File: src/design/lttf_pkg.sv
// ----------------------------------------------------------------------------
// lttf_pkg
// Shared types and constants for the log transmit FIFO with hex formatter:
// request and result structs, command codes, and the hex digit encoder.
// ----------------------------------------------------------------------------
package lttf_pkg;

  // Command codes carried in the request
  localparam logic [1:0] CMD_PUT_CHAR = 2'd0;
  localparam logic [1:0] CMD_PUT_HEX  = 2'd1;
  localparam logic [1:0] CMD_TX_TICK  = 2'd2;

  // Largest digit count that a put-hex request honors
  localparam int unsigned MAX_DIGITS = 8;

  typedef struct packed {
    logic [1:0]  command;
    logic [31:0] data;
    logic [3:0]  digit_count;
  } in_req_t;

  typedef struct packed {
    logic [7:0] tx_byte;
    logic       byte_valid;
    logic [3:0] accepted_count;
    logic       buffer_empty;
    logic       buffer_full;
    logic       send_done;
  } out_rsp_t;

  // Control from the buffer sequencer to the hex digit generator
  typedef struct packed {
    logic start;
    logic step;
  } hex_ctl_t;

  // Encode one nibble as uppercase ASCII
  function automatic logic [7:0] hex_char(input logic [3:0] nib);
    logic [7:0] res;
    if (nib < 4'd10) begin
      res = 8'h30 + {4'd0, nib};
    end else begin
      res = 8'h41 + {4'd0, nib} - 8'd10;
    end
    return res;
  endfunction

endpackage

File: src/design/lttf_hex_gen.sv
// ----------------------------------------------------------------------------
// lttf_hex_gen
// Holds a value and a remaining digit count and presents the next hex
// character, most significant digit first, one digit per step.
// ----------------------------------------------------------------------------
module lttf_hex_gen (
  input  logic              clk_i,
  input  logic              rst_ni,
  input  lttf_pkg::hex_ctl_t ctl_i,
  input  logic [31:0]       value_i,
  input  logic [3:0]        count_i,
  output logic              more_o,
  output logic [7:0]        char_o
);

  logic [31:0] value_q;
  logic [3:0]  left_q, left_d;
  logic [3:0]  idx;
  logic [3:0]  nib;

  // Load on start, count down on each step
  always_comb begin
    left_d = left_q;
    if (ctl_i.start) begin
      left_d = count_i;
    end else if (ctl_i.step && (left_q != 4'd0)) begin
      left_d = left_q - 4'd1;
    end
  end

  always_ff @(posedge clk_i or negedge rst_ni) begin
    if (!rst_ni) begin
      left_q <= '0;
    end else begin
      left_q <= left_d;
    end
  end

  // Hold the value for the whole request
  always_ff @(posedge clk_i) begin
    if (ctl_i.start) begin
      value_q <= value_i;
    end
  end

  // Select the current digit; digits above bit 31 read as zero
  always_comb begin
    idx = left_q - 4'd1;
    nib = idx[3] ? 4'd0 : value_q[{idx[2:0], 2'b00} +: 4];
  end

  assign more_o = (left_q != 4'd0);
  assign char_o = lttf_pkg::hex_char(nib);

endmodule

File: config.mk
export PLATFORM = sky130hd
export DESIGN_NAME = lttf_hex_gen
export DESIGN_NICKNAME = d
export VERILOG_FILES = /design/src/design/lttf_pkg.sv /design/src/design/lttf_hex_gen.sv
export SDC_FILE = /design/constraint.sdc
export NUM_CORES = 1
export LEC_CHECK = 0
export ABC_CLOCK_PERIOD_IN_PS = 7100
export BUFFER_PORTS_ARGS = -buffer_cell sky130_fd_sc_hd__buf_2
export CORE_UTILIZATION = 50
export CTS_BUF_LIST = sky130_fd_sc_hd__clkbuf_8
export CTS_CLUSTER_DIAMETER = 100
export DETAILED_ROUTE_END_ITERATION = 12
export HOLD_SLACK_MARGIN = 0.15
export PLACE_DENSITY = 0.88
export SYNTH_ARGS = -nofsm -noshare
export SYNTH_HDL_FRONTEND = slang
export SYNTH_SLANG_ARGS = --single-unit
export TNS_END_PERCENT = 1
File: constraint.sdc
create_clock -name clk_i -period 7.1 [get_ports clk_i]
set_input_delay 1.42 -clock clk_i [delete_from_list [all_inputs] [get_ports clk_i]]
set_output_delay 1.42 -clock clk_i [all_outputs]
set_load 0.02 [all_outputs]
Word-level counts from Yosys, hierarchy flattened. Cells that the tools add are included.

Add/subtract/negate cells: 4. Order comparisons: 1. Shift operators: 1. Multiplexer cells: 4. Reductions and logical operators: 3.

Operators by type and width (number): 32-bit by 6-bit indexed part select with 4-bit output (1); 4-bit 2-to-1 mux (3); 7-bit by 4-bit adder with 8-bit output (first input constant) (1); 8-bit 2-to-1 mux (1); 8-bit by 4-bit subtractor with 8-bit output (second input constant) (1); 6-bit by 4-bit adder with 7-bit output (first input constant) (1); 4-bit < comparator (second input constant) (1); 4-bit nonzero test (1); 4-bit by 1-bit subtractor with 4-bit output (second input constant) (1); 2-bit nonzero test (1); 1-bit logical AND (1).

Register bits: 36. Input bits: 40. Output and inout bits: 9. Logic and storage cells: 15.

Depth between registers and ports, before layout.
Depth in word-level cells: 6. Depth in mapped cells: 11. Gate-level depth less buffers: 8.

Least setup slack after synthesis. Ideal clock, no wire load.

Path type: reg2out. Start point: reg left_q[0]. End point: out char_o[2]. Data arrival time: 2.646 ns. Required time: 5.680 ns. Setup slack: 3.034 ns. Stages on the path, launching flop included: 12. Buffers on the path: 3. Cells stage by stage: dfrtp_1 -> buf_6 -> buf_2 -> inv_1 -> ha_1 -> clkbuf_1 -> mux4_2 -> nand2_1 -> a211o_1 -> ha_1 -> nand2_1 -> mux2i_1.

Word-level cells in the longest chain between the ends: 6. Elaborated cells on any way between the ends: 8. Classes of those cells: 4 x add/sub; 1 x order compare; 1 x shift; 2 x mux.

RTL lines: start: declaration (RTL line lttf_hex_gen.sv:17) `logic [3:0] left_q, left_d;`; start signal: assignment (RTL line lttf_hex_gen.sv:35) `left_q <= left_d;`; 4-bit by 1-bit subtractor with 4-bit output * (RTL line lttf_hex_gen.sv:48) `idx = left_q - 4'd1;`; 32-bit by 6-bit indexed part select with 4-bit output (RTL line lttf_hex_gen.sv:49) `nib = idx[3] ? 4'd0 : value_q[{idx[2:0], 2'b00} +: 4];`; 4-bit 2-to-1 mux * (RTL line lttf_hex_gen.sv:49); 7-bit by 4-bit adder with 8-bit output (RTL line lttf_pkg.sv:43) `res = 8'h41 + {4'd0, nib} - 8'd10;`; 8-bit by 4-bit subtractor with 8-bit output (RTL line lttf_pkg.sv:43); 8-bit 2-to-1 mux * (RTL line lttf_pkg.sv:40) `if (nib < 4'd10) begin`; end: declaration (RTL line lttf_hex_gen.sv:13) `output logic [7:0] char_o`.

Every way passes the cells marked *; elsewhere a longest branch is shown, timed or not.

Final worst setup path.
Start point: reg left_q[0]. End point: out char_o[6].

Same word-level chain as after synthesis.

==> metrics <==
Yosys Warn Count=0; drt first pass iters=4; final instance area=0.00201 mm²; Layout area overhead=21.5%; die area=0.00355 mm²; Routed WL=2890 µm; Hold Path Depth=2; first-pass GRT wire length=4570 µm; initial core utilization=53.3%; r2r endpoint=left_q[1]; Nets=208; prevailing post-synth register cell=edfxtp_1; cell depth of the worst flop-to-flop path=5; min Tclk post-route=4800 ps; I/O Buffers=47; Mapped Avg Cell Area=14.0 µm²; HP Class=reg -> reg; top cell type's share of synthesized area=58.0%; Synth Register Bits=36; Fin Setup TNS=0 ps; Max IR drop VDD=180 µV; via density per instance=5.18; share of cells above drive strength 1=36.5%; Hold Vio Cnt, Final=0; largest cells by area after synthesis=edfxtp_1 58%, mux2i_1 7.3%, dfrtp_1 6.0%, nand3_1 2.7%, mux4_2 2.7%; async set-reset flop share out of synthesis=11.1%; Final Setup Violations=0; Clock Latency Late Sink=280 ps; die width=59.5 µm; mux contribution to synthesized area=9.98%; XOR/XNOR Fraction of Synth Area=2.65%; cts hold-fix bufs=0; Routed WL per cell=13.7 µm; PwrDens=313 mW/mm²; number of global-route vias before repair=1019; # IOs=49; Seq/Total Area, Yosys=64.1%; Worst R2R Start=left_q[0]; Compound-Gate Fraction of Synth Area=7.18%; Setup crit start=left_q[0]; total track usage=18.5%; hold path start=left_q[3]; CTS tree=built; run status=finished, final reports clean; post-cts resize count=0; largest area contributor in the netlist=edfxtp_1; placed cell count=203; DRC errors left=0; synthesized area=0.00166 mm²; TritonCTS Buffers=5; Slew Limit Headroom=44.3%; die height=59.5 µm; n_diodes=0; largest net degree at the start of global routing=41; largest family of logic cells by synthesized area=simple AND/OR/NAND/NOR gates; instance count of the mapped netlist=118; worst setup path class=reg -> out; simple-gate share of the synthesized area=10.7%; core box area=0.00310 mm²; RSZ-0062 raised after global routing=no; # H-tree levels=2; Worst Hold Slack=655 ps; DP HPWL=2080 µm; clock slew at reported path FFs=70 ps; CP Data Arrival Time=3380 ps; syn nets=160; Leakage Power=0.822 nW; flop2flop setup slack=5040 ps; Detail Route Antenna Nets=0; CP endpoint kind=primary output; Distinct cells, synth=34; DR iter-0 viols=38; via count=1094; worst-margin pin slew=835 ps; maximum clock rate=208 MHz; Final Non-Filler Cells=211; Site Rows=20; area of placed instances=0.00190 mm²; post-CTS setup buffer count=0; post-synthesis adder-cell area fraction=1.51%; CP max FO=19; clk buf depth=2; CP Launch Type=flip-flop; final period utilization=67.7%; initial antenna violation count=0; Slew Limit Fails=0; Post-synth EDFFs=32; Req. time, crit path=5680 ps; Final Skew=1.75 ps; # clock sinks=36; Routability Congestion=0.922; root buffer cell=clkbuf_8; maxcap violations=0; CP endpoint=char_o[6]; total grt overflow=0
state kept, by name (all words and copies together) (netlist names):
name and flops:
value_q 32, left_q 4
final cells by class:
type,count,area [µm²]
repair buffers,47,235
clock buffers,5,68.8
well taps,44,55.1
fillers,240,1090
multi-input cells,72,533
clock inverters,3,42.5
flip-flops and latches,36,1060
inverters,4,15.0
logic make-up after synthesis:
logic type	Yosys count
flops	36
other cells	1
compound gates	17
simple gates	33
buf+inv	10
mux	14
fa+ha+maj	2
xor+xnor	5
worst min-delay path by stage:
stage	slack (ps)	end
finish	660	left_q[3]
CTS	660	left_q[3]
global route	720	left_q[3]
global placement	620	left_q[3]
floorplan	590	left_q[1]
detailed placement	650	left_q[3]
worst max-delay path, stage by stage (launching register included):
cell and delay [ps]:
dfrtp_1 890, inv_1 170, ha_1 540, inv_1 160, a311oi_1 340, nand4_2 250, ha_1 290, o21ai_1 160
and2_1 140, buf_2 150
routing by layer:
metal,GRT usage (%),vias up,share of wire [%],routed length [µm]
met5,0,-,0,0
met4,9.63,0,1.6,46
met3,4.37,6,4.8,138
met2,29.1,40,50,1450
met1,23.9,507,44,1260
li1,-,541,-,-
cell usage after synthesis, drive strengths merged (2+ instances only):
library cell	n
a21oi	4
a311oi	3
buf	5
dfrtp	4
edfxtp	32
ha	2
inv	4
mux2i	12
mux4	2
nand2	11
nand3	9
nand4	2
nor2	3
nor3	2
o21ai	5
xnor2	3
xor2	2
cells in the final DEF (no fill, tap or decap), types with 3 or more instances in the layout:
cell	count
xnor2_1	3
inv_1	4
dfrtp_1	4
a21oi_1	3
clkbuf_8	5
mux2i_1	12
a311oi_1	3
o21ai_0	4
nand3_1	9
buf_2	47
nor2_1	3
nand2_1	11
edfxtp_1	32
metrics by stage:
step           utilization, %  total power [mW]  setup WS [ps]
2_1_floorplan               -             0.405           3030
3_3_place_gp             61.2             0.449           2810
3_5_place_dp             61.2             0.458           2650
4_1_cts                  64.8             0.634           2300
5_1_grt                  64.8             0.663           2000
6_report                 64.8             0.630           2300
power breakdown:
group / switching [mW] / internal (mW) / total, mW
Combinational: 0.113 / 0.0771 / 0.190
Clock: 0.0707 / 0.104 / 0.175
Sequential: 0.0150 / 0.250 / 0.265
Total: 0.199 / 0.431 / 0.630
(Power assumes the default switching activity.)
